$ cat config.mk
export PLATFORM = sky130hd
export DESIGN_NAME = anemometer_frame_receiver
export DESIGN_NICKNAME = d
export VERILOG_FILES = /design/src/sv/afr_pkg.sv /design/src/sv/afr_ctrl.sv /design/src/sv/afr_datapath.sv /design/src/sv/anemometer_frame_receiver.sv
export SDC_FILE = /design/constraint.sdc
export NUM_CORES = 1
export LEC_CHECK = 0
export BUFFER_PORTS_ARGS = -buffer_cell sky130_fd_sc_hd__buf_4
export CELL_PAD_IN_SITES_DETAIL_PLACEMENT = 1
export CELL_PAD_IN_SITES_GLOBAL_PLACEMENT = 2
export CORE_MARGIN = 2
export CORE_UTILIZATION = 30
export DETAILED_ROUTE_END_ITERATION = 10
export GPL_ROUTABILITY_DRIVEN = 0
export GPL_TIMING_DRIVEN = 0
export PLACE_DENSITY_LB_ADDON = 0.1
export SYNTH_ARGS = -nofsm -noshare
export SYNTH_HDL_FRONTEND = slang
export SYNTH_SLANG_ARGS = --single-unit
export TNS_END_PERCENT = 1
$ cat constraint.sdc
create_clock -name clk -period 11.9 [get_ports clk]
set_input_delay 1.19 -clock clk [delete_from_list [all_inputs] [get_ports clk]]
set_output_delay 1.19 -clock clk [all_outputs]
set_load 0.03 [all_outputs]
$ cat src/sv/afr_pkg.sv
// Shared types, constants and codes for the anemometer frame receiver.
// Depends on nothing; every other file refers to it by scoped names.
`default_nettype none

package afr_pkg;

    // Frame store and counter widths.
    localparam int FRAME_BITS  = 41;
    localparam int IDX_W       = $clog2(FRAME_BITS + 1);
    localparam int TIME_W      = 20;
    localparam int LEN_W       = 16;
    localparam int CFG_DATA_W  = 20;
    localparam int CFG_INDEX_W = 2;

    localparam logic [TIME_W-1:0] TIME_MAX = '1;

    // Configuration register indexes.
    localparam logic [CFG_INDEX_W-1:0] CFG_BIT_LENGTH    = 2'd0;
    localparam logic [CFG_INDEX_W-1:0] CFG_WINDOW_LENGTH = 2'd1;
    localparam logic [CFG_INDEX_W-1:0] CFG_EARLY_MARGIN  = 2'd2;
    localparam logic [CFG_INDEX_W-1:0] CFG_LATE_MARGIN   = 2'd3;

    // Configuration reset values.
    localparam logic [LEN_W-1:0]  BIT_LENGTH_RST    = 16'd1200;
    localparam logic [TIME_W-1:0] WINDOW_LENGTH_RST = 20'd50000;
    localparam logic [LEN_W-1:0]  EARLY_MARGIN_RST  = 16'd100;
    localparam logic [LEN_W-1:0]  LATE_MARGIN_RST   = 16'd900;

    // Frame layout, bit 0 first on the wire.
    localparam int HDR_POS  = 0;
    localparam int DIR_POS  = 5;
    localparam int SPD_POS  = 9;
    localparam int SUM_POS  = 21;
    localparam int NDIR_POS = 25;
    localparam int NSPD_POS = 29;
    localparam logic [4:0]  FRAME_HEADER = 5'd27;
    localparam logic [3:0]  NIBBLE_MASK  = 4'hf;
    localparam logic [11:0] SPEED_MASK   = 12'hfff;

    // Request types.
    localparam logic REQ_START = 1'b0;
    localparam logic REQ_TICK  = 1'b1;

    // Error codes.
    localparam logic [1:0] ERR_OK       = 2'd0;
    localparam logic [1:0] ERR_HEADER   = 2'd1;
    localparam logic [1:0] ERR_CHECKSUM = 2'd2;
    localparam logic [1:0] ERR_COPY     = 2'd3;

    typedef struct packed {
        logic req_type;
        logic line_level;
    } sample_t;

    typedef struct packed {
        logic        frame_ok;
        logic [1:0]  error_code;
        logic [3:0]  direction;
        logic [11:0] speed_tenths;
    } result_t;

    typedef enum logic [1:0] {
        ST_IDLE,
        ST_CAPTURE,
        ST_DECODE
    } state_t;

    // Commands from the controller to the datapath.
    typedef struct packed {
        logic clear;
        logic tick;
        logic load;
    } ctrl_cmd_t;

    // Status from the datapath to the controller.
    typedef struct packed {
        logic window_end;
        logic out_free;
    } dp_status_t;

endpackage

`default_nettype wire

$ cat src/sv/afr_ctrl.sv
// Controller of the anemometer frame receiver: capture window state machine.
// Depends on afr_pkg for the state type and the command and status structs.
`default_nettype none

module afr_ctrl (
    input  wire logic               clk,
    input  wire logic               rst_n,
    input  wire logic               sample_valid,
    input  wire logic               req_type,
    input  wire afr_pkg::dp_status_t status,
    output      logic               sample_ready,
    output      afr_pkg::ctrl_cmd_t cmd
);

    afr_pkg::state_t state_reg;
    afr_pkg::state_t state_next;
    logic            accept;

    assign accept = sample_valid && sample_ready;

    // State register.
    always_ff @(posedge clk or negedge rst_n)
    begin
        if (!rst_n)
        begin
            state_reg <= afr_pkg::ST_IDLE;
        end
        else
        begin
            state_reg <= state_next;
        end
    end

    // Next state.
    always_comb
    begin
        state_next = state_reg;
        case (state_reg)
            afr_pkg::ST_IDLE:
            begin
                if (accept && req_type == afr_pkg::REQ_START)
                begin
                    state_next = afr_pkg::ST_CAPTURE;
                end
            end
            afr_pkg::ST_CAPTURE:
            begin
                if (accept && req_type == afr_pkg::REQ_TICK && status.window_end)
                begin
                    state_next = afr_pkg::ST_DECODE;
                end
            end
            afr_pkg::ST_DECODE:
            begin
                if (status.out_free)
                begin
                    state_next = afr_pkg::ST_IDLE;
                end
            end
            default:
            begin
                state_next = afr_pkg::ST_IDLE;
            end
        endcase
    end

    // Outputs: the sample side stalls only while the frame is being decoded.
    always_comb
    begin
        sample_ready = 1'b1;
        cmd          = '0;
        case (state_reg)
            afr_pkg::ST_IDLE:
            begin
                cmd.clear = sample_valid && req_type == afr_pkg::REQ_START;
            end
            afr_pkg::ST_CAPTURE:
            begin
                cmd.clear = sample_valid && req_type == afr_pkg::REQ_START;
                cmd.tick  = sample_valid && req_type == afr_pkg::REQ_TICK;
            end
            afr_pkg::ST_DECODE:
            begin
                sample_ready = 1'b0;
                cmd.load     = status.out_free;
            end
            default:
            begin
                sample_ready = 1'b0;
            end
        endcase
    end

endmodule

`default_nettype wire

$ cat src/sv/afr_datapath.sv
// Datapath of the anemometer frame receiver: configuration, bit timing,
// frame store, decoder and result register. Depends on afr_pkg.
`default_nettype none

module afr_datapath (
    input  wire logic                                clk,
    input  wire logic                                rst_n,
    input  wire logic                                cfg_write,
    input  wire logic [afr_pkg::CFG_INDEX_W-1:0]     cfg_index,
    input  wire logic [afr_pkg::CFG_DATA_W-1:0]      cfg_data,
    input  wire logic                                line_level,
    input  wire afr_pkg::ctrl_cmd_t                  cmd,
    input  wire logic                                result_ready,
    output      afr_pkg::dp_status_t                 status,
    output      logic                                result_valid,
    output      afr_pkg::result_t                    result
);

    localparam int TW = afr_pkg::TIME_W;
    localparam int LW = afr_pkg::LEN_W;
    localparam int XW = afr_pkg::IDX_W;
    localparam logic [XW-1:0] IDX_LIMIT = XW'(afr_pkg::FRAME_BITS);

    // Configuration registers.
    logic [LW-1:0] bit_len_reg;
    logic [TW-1:0] window_reg;
    logic [LW-1:0] early_reg;
    logic [LW-1:0] late_reg;

    // Capture state. Phase and bit index track time modulo and over the
    // bit period, so no divider is needed.
    logic [TW-1:0]                  time_reg;
    logic [TW-1:0]                  time_next;
    logic [LW-1:0]                  phase_reg;
    logic [LW-1:0]                  phase_next;
    logic [XW-1:0]                  idx_reg;
    logic [XW-1:0]                  idx_next;
    logic                           prev_level_reg;
    logic [afr_pkg::FRAME_BITS-1:0] bits_reg;
    logic [afr_pkg::FRAME_BITS-1:0] bits_next;

    logic               result_valid_reg;
    afr_pkg::result_t   result_reg;
    afr_pkg::result_t   result_next;

    logic [LW-1:0] len_eff;
    logic [LW-1:0] half_len;
    logic [LW-1:0] gap;
    logic          sample_hit;
    logic          level_change;
    logic          snap_back;
    logic          snap_fwd;
    logic [TW-1:0] time_base;
    logic [TW:0]   time_sum;
    logic [LW-1:0] phase_adj;
    logic [LW:0]   phase_inc;
    logic          phase_wrap;
    logic [XW-1:0] idx_step;

    // Configuration writes.
    always_ff @(posedge clk or negedge rst_n)
    begin
        if (!rst_n)
        begin
            bit_len_reg <= afr_pkg::BIT_LENGTH_RST;
            window_reg  <= afr_pkg::WINDOW_LENGTH_RST;
            early_reg   <= afr_pkg::EARLY_MARGIN_RST;
            late_reg    <= afr_pkg::LATE_MARGIN_RST;
        end
        else if (cfg_write)
        begin
            case (cfg_index)
                afr_pkg::CFG_BIT_LENGTH:    bit_len_reg <= cfg_data[LW-1:0];
                afr_pkg::CFG_WINDOW_LENGTH: window_reg  <= cfg_data[TW-1:0];
                afr_pkg::CFG_EARLY_MARGIN:  early_reg   <= cfg_data[LW-1:0];
                afr_pkg::CFG_LATE_MARGIN:   late_reg    <= cfg_data[LW-1:0];
                default:                    bit_len_reg <= bit_len_reg;
            endcase
        end
    end

    // Bit timing: sampling decision, edge realignment and time advance.
    always_comb
    begin
        len_eff      = (bit_len_reg == '0) ? LW'(1) : bit_len_reg;
        half_len     = len_eff >> 1;
        gap          = len_eff - phase_reg;
        sample_hit   = (phase_reg > half_len) && (idx_reg < IDX_LIMIT);
        level_change = line_level != prev_level_reg;
        snap_back    = level_change && (phase_reg < early_reg);
        snap_fwd     = level_change && !snap_back && (phase_reg > late_reg);

        time_base = snap_back ? (time_reg - TW'(phase_reg)) : time_reg;
        time_sum  = {1'b0, time_base} + (snap_fwd ? (TW + 1)'(gap) : '0)
                  + (TW + 1)'(1);
        time_next = time_sum[TW] ? afr_pkg::TIME_MAX : time_sum[TW-1:0];

        // After a realignment the phase sits on a boundary.
        phase_adj  = (snap_back || snap_fwd) ? '0 : phase_reg;
        idx_step   = (snap_fwd && idx_reg < IDX_LIMIT) ? idx_reg + XW'(1) : idx_reg;
        phase_inc  = {1'b0, phase_adj} + (LW + 1)'(1);
        phase_wrap = phase_inc == {1'b0, len_eff};
        phase_next = phase_wrap ? '0 : phase_inc[LW-1:0];
        idx_next   = (phase_wrap && idx_step < IDX_LIMIT) ? idx_step + XW'(1) : idx_step;
    end

    // Frame store: the sample lands on the bit under the current index.
    always_comb
    begin
        for (int i = 0; i < afr_pkg::FRAME_BITS; i++)
        begin
            bits_next[i] = (sample_hit && idx_reg == XW'(i)) ? line_level : bits_reg[i];
        end
    end

    always_ff @(posedge clk or negedge rst_n)
    begin
        if (!rst_n)
        begin
            time_reg       <= '0;
            phase_reg      <= '0;
            idx_reg        <= '0;
            prev_level_reg <= 1'b1;
            bits_reg       <= '0;
        end
        else if (cmd.clear)
        begin
            time_reg       <= '0;
            phase_reg      <= '0;
            idx_reg        <= '0;
            prev_level_reg <= 1'b1;
            bits_reg       <= '0;
        end
        else if (cmd.tick)
        begin
            time_reg       <= time_next;
            phase_reg      <= phase_next;
            idx_reg        <= idx_next;
            prev_level_reg <= line_level;
            bits_reg       <= bits_next;
        end
    end

    // Frame decoder: header, nibble checksum, then the inverted copies.
    always_comb
    begin
        logic [4:0]  hdr;
        logic [3:0]  dir;
        logic [11:0] spd;
        logic [3:0]  sum;
        logic [3:0]  ndir;
        logic [11:0] nspd;
        logic [3:0]  csum;
        logic [1:0]  err;

        hdr  = bits_reg[afr_pkg::HDR_POS +: 5];
        dir  = bits_reg[afr_pkg::DIR_POS +: 4];
        spd  = bits_reg[afr_pkg::SPD_POS +: 12];
        sum  = bits_reg[afr_pkg::SUM_POS +: 4];
        ndir = bits_reg[afr_pkg::NDIR_POS +: 4] ^ afr_pkg::NIBBLE_MASK;
        nspd = bits_reg[afr_pkg::NSPD_POS +: 12] ^ afr_pkg::SPEED_MASK;
        csum = dir + spd[3:0] + spd[7:4] + spd[11:8];

        if (hdr != afr_pkg::FRAME_HEADER)
        begin
            err = afr_pkg::ERR_HEADER;
        end
        else if (csum != sum)
        begin
            err = afr_pkg::ERR_CHECKSUM;
        end
        else if (spd != nspd || dir != ndir)
        begin
            err = afr_pkg::ERR_COPY;
        end
        else
        begin
            err = afr_pkg::ERR_OK;
        end

        result_next.frame_ok     = err == afr_pkg::ERR_OK;
        result_next.error_code   = err;
        result_next.direction    = (err == afr_pkg::ERR_OK) ? dir : '0;
        result_next.speed_tenths = (err == afr_pkg::ERR_OK) ? spd : '0;
    end

    // Result register: holds one word until it is taken.
    always_ff @(posedge clk or negedge rst_n)
    begin
        if (!rst_n)
        begin
            result_valid_reg <= 1'b0;
        end
        else if (cmd.load)
        begin
            result_valid_reg <= 1'b1;
        end
        else if (result_ready)
        begin
            result_valid_reg <= 1'b0;
        end
    end

    always_ff @(posedge clk)
    begin
        if (cmd.load)
        begin
            result_reg <= result_next;
        end
    end

    assign status.window_end = time_sum >= {1'b0, window_reg};
    assign status.out_free   = !result_valid_reg || result_ready;
    assign result_valid      = result_valid_reg;
    assign result            = result_reg;

endmodule

`default_nettype wire

$ cat src/sv/anemometer_frame_receiver.sv
// Top level of the anemometer frame receiver: controller plus datapath.
// Depends on afr_pkg, afr_ctrl and afr_datapath.
//
// A start word opens a capture window; each tick word after it carries one
// sample of the sensor's data wire and is accepted while capturing, so one
// tick per clock is sustained for the whole window. The tick that ends the
// window is followed by the decode state, during which sample_ready is low;
// that state lasts for as long as an earlier result still sits unread
// in the output register, which is the only place a result waits. Bit timing
// keeps the phase within the bit period and the bit index as running
// counters beside the elapsed time. Configuration is written through
// cfg_write, cfg_index and cfg_data and should change only while idle.
`default_nettype none

module anemometer_frame_receiver (
    input  wire logic                            clk,
    input  wire logic                            rst_n,
    input  wire logic                            cfg_write,
    input  wire logic [afr_pkg::CFG_INDEX_W-1:0] cfg_index,
    input  wire logic [afr_pkg::CFG_DATA_W-1:0]  cfg_data,
    input  wire logic                            sample_valid,
    output      logic                            sample_ready,
    input  wire afr_pkg::sample_t                sample,
    output      logic                            result_valid,
    input  wire logic                            result_ready,
    output      afr_pkg::result_t                result
);

    afr_pkg::ctrl_cmd_t  cmd;
    afr_pkg::dp_status_t status;

    // Window state machine.
    afr_ctrl u_ctrl (
        .clk          (clk),
        .rst_n        (rst_n),
        .sample_valid (sample_valid),
        .req_type     (sample.req_type),
        .status       (status),
        .sample_ready (sample_ready),
        .cmd          (cmd)
    );

    // Timing, store and decoder.
    afr_datapath u_datapath (
        .clk          (clk),
        .rst_n        (rst_n),
        .cfg_write    (cfg_write),
        .cfg_index    (cfg_index),
        .cfg_data     (cfg_data),
        .line_level   (sample.line_level),
        .cmd          (cmd),
        .result_ready (result_ready),
        .status       (status),
        .result_valid (result_valid),
        .result       (result)
    );

endmodule

`default_nettype wire

==> results of run 1 <==
[worst max-delay path by stage]
stage	cells after the start	from	endpoint	slack [ps]
after floorplan	30	u_datapath.bit_len_reg[5]	u_ctrl.state_reg[1]	5540
after global placement	28	u_datapath.phase_reg[13]	u_ctrl.state_reg[1]	3630
after detailed placement	28	u_datapath.phase_reg[13]	u_ctrl.state_reg[0]	3520
after CTS	28	u_datapath.phase_reg[13]	u_ctrl.state_reg[1]	3480
after global routing	28	u_datapath.phase_reg[13]	u_ctrl.state_reg[0]	2700
final	28	u_datapath.phase_reg[13]	u_ctrl.state_reg[1]	3550
[routing by layer]
layer	wire length (um)	vias up	GRT usage [%]	share of wire, %
li1	-	5184	-	-
met1	22630	5406	29.84	48
met2	22600	104	37.09	48
met3	903	41	2.821	1.9
met4	801	0	6.270	1.7
met5	0	-	0	0
[layout by cell type, fill, tap and decap left out, types with 9 or more instances in the layout]
cell	count
buf_4	48
a21o_1	27
nor2_1	78
fa_1	9
o21ai_0	68
o22ai_1	11
mux2_2	55
nand2b_1	14
dfrtp_1	137
and3_1	12
xnor2_1	57
nor3_1	38
inv_1	115
o21a_1	22
or3_1	9
and2_1	19
edfxtp_1	19
nand2_1	117
dfstp_2	18
clkbuf_16	17
xor2_1	39
nor2b_1	15
nand4_1	36
clkbuf_1	58
o211ai_1	9
nand3_1	59
mux2i_1	44
buf_2	9
ha_1	122
a21oi_1	62
o31ai_1	9
[logic make-up after synthesis]
group                    after synthesis
adder cells (fa/ha/maj)              133
AO/OA/AOI/OAI                        285
XOR/XNOR                             101
buffers and inverters                187
flip-flops                           174
AND/OR/NAND/NOR                      437
multiplexers                          99
[stage by stage]
stage                     std cells  setup slack (ps)  hold slack, ps  instance area [sq um]  power (W)
after floorplan                1416              5535           479.4                  13010   0.001643
after global placement         2050              3629           488.1                  14110   0.002038
after detailed placement       2052              3524           495.2                  14160   0.002067
after CTS                      2084              3477           511.8                  14740   0.002687
after global routing           2084              2703           515.2                  14740   0.002870
final                          2084              3552           508.1                  14740   0.002646
[cell type report]
class | instances | area [sq um]
Clock buffer | 17 | 425.4
Sequential cell | 174 | 4472
Tap cell | 585 | 732.0
Clock inverter | 15 | 156.4
Inverter | 116 | 435.4
Timing Repair Buffer | 51 | 417.9
Fill cell | 4995 | 28240
Multi-Input combinational cell | 1055 | 7825
Buffer | 71 | 277.8
[worst register-to-register path: cells and delay by family, from the launching register on]
family	cells	cell delay (ps)
buffers and inverters	3	1130
XOR/XNOR	1	170
flip-flops	1	520
AND/OR/NAND/NOR	8	2390
AO/OA/AOI/OAI	12	2780
adder cells (fa/ha/maj)	4	1310
[power groups by stage]
stage | registers, W | logic (W) | clock network [W]
floorplan | 0.000769 | 0.000874 | 0
global placement | 0.000784 | 0.00125 | 0
detailed placement | 0.000787 | 0.00128 | 0
CTS | 0.000776 | 0.00129 | 0.000623
global route | 0.000789 | 0.00144 | 0.000641
finish | 0.000775 | 0.00127 | 0.000601
==> metrics.yaml, run 1 <==
status: "completed"
tightestPinTransition_ps: 935.4
synth_area_sq_um: 13010
hold_path.class: "flip-flop to flip-flop"
fmax_mhz: 119.8
num_antenna_cells: 0
rsz0062_at_grt: "no"
seqPwrFrac_pct: 29.3
criticalPathCategory: "flip-flop to flip-flop"
cts_resized: 0
drtIter0Drc: 559
synth_top_family_by_area: "simple AND/OR/NAND/NOR gates"
clkSinkCount: 174
clockBufferDepth: 2
grt_pass1_wl_mm: 72.73
core_sq_um: 42980
powerDensity_nw_per_um2: 179.5
wirelength_mm: 46.93
syn_inst: 1416
synthSimpleGateAreaFrac_pct: 16.82
cp-start-kind: "flip-flop"
crit_path_end_kind: "flip-flop"
min_from: "u_datapath.early_reg[9]"
finalSetupTns_ps: 0
area_growth_pct: 13.33
die_w_um: 212.2
synth_edf_count: 19
synth.mux.area_fraction_pct: 8.147
drv_cap: 0
synth_common_cells: "137 x dfrtp_1, 122 x ha_1, 117 x nand2_1, 115 x inv_1, 79 x nor2_1"
max_stage_delay_ps: 750
period_minus_slack_ps: 8348
fp.dieH_um: 212.2
cp_data_arrival_time_ps: 8780
synth-seq-cells: 174
cp_slowest_cell: "nor3_1"
cts_hold_buf: 0
p_int_w: 0.001507
synthArstFlopShare_pct: 89.08
ant_nets: 0
vias: 10735
cts-root-buf: "clkbuf_16"
cpMostUsedCell: "a21oi_1"
drt_pre_antenna_iters: 4
wl_per_cell_um: 22.52
syn-num-nets: 1576
dp_hpwl_mm: 37.37
final_util_pct: 34.30
cts_tree: "yes"
pwr-share-comb_pct: 48.0
p_clk_share_pct: 22.7
clkSlewWorstSetupHoldPaths_ps: 70
skew_ps: 9.082
ir_drop_uv: 102.9
cp.required_ps: 12340
ys_seq_area_share_pct: 34.38
boundaryPins: 50
r2r_end: "u_ctrl.state_reg[1]"
setup-violations-final: 0
start_util_pct: 30.26
drc: 0
reg2reg_depth: 28
synth_compound_area_share_pct: 14.56
synth_xor_area_share_pct: 7.330
relSlewSlack_pct: 37.64
htreeDepth: 4
yosysTopAreaCellShare_pct: 26.36
dieArea_sq_um: 45040
synth_area_leaders: "dfrtp_1 26%, ha_1 12%, mux2_2 4.8%, edfxtp_1 4.4%, xnor2_1 3.8%"
overflow: 0
synth.most_common_cell: "dfrtp_1"
grt.total_usage_pct: 22.11
finalHoldViolations: 0
fin_crit_sh_pct: 70.16
switching_share_pct: 43.05
slew_viol_final: 0
grt_antenna_before_repair: 1
clk_latency_ps: 490
synthAdderAreaFrac_pct: 13.27
rr_startpoint: "u_datapath.phase_reg[13]"
avgSynthCellArea_sq_um: 9.186
yosys_warnings: 0
p_leak_nw: 6.666
synthDistinctLibCells: 74
drive_gt1_share_pct: 12.07
whs_path_depth: 1
yosysTopAreaCell: "dfrtp_1"
final_nets: 1646
port_buffers: 49
rows: 76
post_drt_via_cell_ratio: 5.151
synth_ff_type: "dfrtp_1"
grt_max_degree: 81
largest_reg_flops: 41
post_cts_buffers: 0
r2r_slack_ps: 3550
p_switching_w: 0.001139
crit_fanout: 10
cts_buffers: 17
hold-path-endpoint: "u_datapath.early_reg[9]"
grt_pass1_vias: 11444
cp_top_family: "compound AO/OA/AOI/OAI gates"
critPathBufInv: 3
Power figures use the tool's default switching activity.
==> run 2, diff against run 1 <==
--- a/config.mk
+++ b/config.mk
@@ -5,6 +5,7 @@
 export SDC_FILE = /design/constraint.sdc
 export NUM_CORES = 1
 export LEC_CHECK = 0
+export ABC_AREA = 1
 export BUFFER_PORTS_ARGS = -buffer_cell sky130_fd_sc_hd__buf_4
 export CELL_PAD_IN_SITES_DETAIL_PLACEMENT = 1
 export CELL_PAD_IN_SITES_GLOBAL_PLACEMENT = 2
==> constraint.sdc (replaced) <==
create_clock -name clk -period 7.3 [get_ports clk]
set_input_delay 0.73 -clock clk [delete_from_list [all_inputs] [get_ports clk]]
set_output_delay 0.73 -clock clk [all_outputs]
set_load 0.03 [all_outputs]
==> run 2 against run 1 <==
Effect of this change: largest power group unchanged; wire length up 1.0%; die area grew 0.64%; maximum frequency grew 23%; critical endpoint is now u_ctrl.state_reg[0]; flip-flop and latch count unchanged; hold slack worse by 320 ps; sequential share of layout area down 0.20 points; critical path type unchanged; largest cell class unchanged.
==> metrics.yaml, run 2 <==
status: "completed"
num_antenna_cells: 0  # unchanged
synth_common_cells: "393 x nand2_1, 301 x inv_1, 197 x o21ai_0, 160 x nor2_1, 137 x dfrtp_1"
port_buffers: 49  # unchanged
core_sq_um: 43080  # +0.22%
synth_top_family_by_area: "simple AND/OR/NAND/NOR gates"
grt.total_usage_pct: 22.20  # +0.089 points
max_stage_delay_ps: 540  # -210 ps
cp-start-kind: "flip-flop"
powerDensity_nw_per_um2: 300.1  # +67%
syn-num-nets: 1957  # +24%
skew_ps: 16.21  # +7.127 ps
wl_per_cell_um: 19.23  # -15%
grt_max_degree: 80  # -1.2%
avgSynthCellArea_sq_um: 7.286  # -21%
fp.dieH_um: 212.9  # +0.32%
synth-seq-cells: 174  # unchanged
ant_nets: 0  # unchanged
cp_data_arrival_time_ps: 7140  # -1640 ps
cts-root-buf: "clkbuf_16"
cts_hold_buf: 0  # unchanged
relSlewSlack_pct: 31.24  # -6.4 points
tightestPinTransition_ps: 1031  # +95.97 ps
hold_path.class: "input pin to async pin"
post_drt_via_cell_ratio: 4.851  # -5.8%
synthArstFlopShare_pct: 89.08  # unchanged
critPathBufInv: 6  # +3
crit_start: "u_datapath.phase_reg[12]"
rows: 76  # unchanged
cp_top_family: "simple AND/OR/NAND/NOR gates"
setup-violations-final: 0  # unchanged
final_util_pct: 34.45  # +0.15 points
syn_inst: 1797  # +27%
slew_viol_final: 0  # unchanged
dp_hpwl_mm: 37.96  # +1.6%
post_cts_buffers: 0  # unchanged
criticalPathCategory: "flip-flop to flip-flop"
stdcell_count: 2466  # +18%
crit_fanout: 10  # unchanged
synth.mux.area_fraction_pct: 0.1529  # -8.0 points
cpMostUsedCell: "nand2_1"
fin_crit_sh_pct: 92.88  # +23 points
cp.required_ps: 7660  # -4680 ps
area_growth_pct: 13.33  # about the same
synthSimpleGateAreaFrac_pct: 24.64  # +7.8 points
yosys_warnings: 0  # unchanged
htreeDepth: 4  # unchanged
power_w: 0.004453  # +68%
r2r_end: "u_ctrl.state_reg[0]"
finalHoldViolations: 0  # unchanged
drive_gt1_share_pct: 7.921  # -4.2 points
cp-endpoint: "u_ctrl.state_reg[0]"
final_nets: 2028  # +23%
synth_compound_area_share_pct: 13.90  # -0.66 points
clk_latency_ps: 500  # about the same
yosysTopAreaCell: "dfrtp_1"
dieArea_sq_um: 45330  # +0.64%
synth_area_sq_um: 13090  # +0.65%
crit_cells: 43  # +54%
synth_xor_area_share_pct: 3.479  # -3.9 points
synthDistinctLibCells: 57  # -23%
drc: 0  # unchanged
cts_tree: "yes"
yosysTopAreaCellShare_pct: 26.19  # -0.17 points
drv_cap: 0  # unchanged
final_cell_mix: "393 x nand2_1, 301 x inv_1, 196 x o21ai_0"
p_leak_nw: 7.711  # +16%
synth_area_leaders: "dfrtp_1 26%, ha_1 12%, nand2_1 11%, inv_1 8.6%, o21ai_0 7.5%"
clkSlewWorstSetupHoldPaths_ps: 80  # about the same
layout_commonest_cell: "nand2_1"
drtIter0Drc: 715  # +28%
fmax_mhz: 147.5  # +23%
clkSinkCount: 174  # unchanged
ir_drop_uv: 197.8  # +92%
cts_buffers: 17  # unchanged
synthAdderAreaFrac_pct: 13.04  # -0.24 points
drt_pre_antenna_iters: 5  # +1
synth.most_common_cell: "nand2_1"
synth_edf_count: 19  # unchanged
start_util_pct: 30.39  # +0.13 points
crit_path_end_kind: "flip-flop"
overflow: 0  # unchanged
grt_pass1_vias: 12172  # +6.4%
rr_startpoint: "u_datapath.phase_reg[12]"
die_w_um: 212.9  # +0.32%
boundaryPins: 50  # unchanged
grt_antenna_before_repair: 0  # -1
reg2reg_depth: 43  # +54%
largest_reg_flops: 41  # unchanged
period_minus_slack_ps: 6780  # -1568 ps
grt_pass1_wl_mm: 74.22  # +2.1%
wirelength_mm: 47.42  # +1.0%
synth_ff_type: "dfrtp_1"
vias: 11962  # +11%
r2r_slack_ps: 520  # -3030 ps
ys_seq_area_share_pct: 34.16  # -0.22 points
cp_slowest_cell: "dfrtp_1"
place_inst: 2434  # +19%
clockBufferDepth: 2  # unchanged
[run 2: cell types whose count changed in the layout (fill, tap and decap cells not counted), sizes merged, moves of 42 or more]
cell and delta:
nor2 +88, mux2i -42, o21ai +147, nand2 +281, xnor2 -42, inv +194
mux2 -55
[run 2: worst min path at each step]
stage,start,endpoint
2_1_floorplan,rst_n,u_ctrl.state_reg[0]
3_3_place_gp,u_datapath.bits_reg[2],u_datapath.bits_reg[2]
3_5_place_dp,u_datapath.bits_reg[2],u_datapath.bits_reg[2]
4_1_cts,rst_n,u_datapath.early_reg[12]
5_1_grt,rst_n,u_datapath.early_reg[12]
6_report,rst_n,u_datapath.early_reg[12]
[run 2: worst register-to-register path: cells and delay by family, from the launching register on]
family / cells / cell delay [ps]
AO/OA/AOI/OAI: 4 / 510
adder cells (fa/ha/maj): 4 / 1170
buffers and inverters: 6 / 1000
flip-flops: 1 / 540
AND/OR/NAND/NOR: 29 / 3440
[run 2: timing repair]
item	4_1_cts	5_1_grt
resized for setup	2	12
endpoints found under the setup margin	2	2
endpoints found under the hold margin	0	0
cloned	0	0
[run 2: cell type report]
| cell class | instances | area, sq um |
|---|---|---|
| clock inverters | 15 | 126.4 |
| fillers | 5360 | 28240 |
| inverters | 307 | 1156 |
| repair buffers | 52 | 425.4 |
| clock buffers | 17 | 425.4 |
| multi-input cells | 1264 | 7258 |
| flip-flops and latches | 174 | 4472 |
| plain buffers | 52 | 242.7 |
| well taps | 585 | 732.0 |
[run 2: through the flow]
stage	setup WS, ps	hold slack (ps)	setup TNS (ps)	instance area, sq um
3_5_place_dp	-85.96	475.3	-112.1	14260
6_report	519.7	187.1	0	14840
4_1_cts	124.1	221.2	0	14810
3_3_place_gp	57.00	464.2	0	14190
5_1_grt	-17.58	222.7	-17.58	14840
2_1_floorplan	2136	434.4	0	13090
[run 2: cells by family after synthesis]
logic type,count (synthesis)
DFF,174
adders and majority gates,131
xor gates and xnor gates,52
and+or+nand+nor,739
muxes,2
AOI/OAI and AO/OA,340
buffers and inverters,359
[run 2: per-layer routing]
layer  part of all wire, %  vias up  global-route usage [%]
li1                      -     5979                       -
met1                    53     5813                   33.03
met4                   1.7        0                   5.667
met3                   2.9       35                   3.868
met2                    43      135                   32.93
met5                     0        -                       0
[run 2: power breakdown]
group | switching, W | leakage (nW) | internal [W] | total (W)
Sequential | 0.000113 | 2.17 | 0.00112 | 0.00123
Combinational | 0.00149 | 5.27 | 0.000800 | 0.00229
Clock | 0.000483 | 0.270 | 0.000446 | 0.000929
Total | 0.00209 | 7.71 | 0.00236 | 0.00445
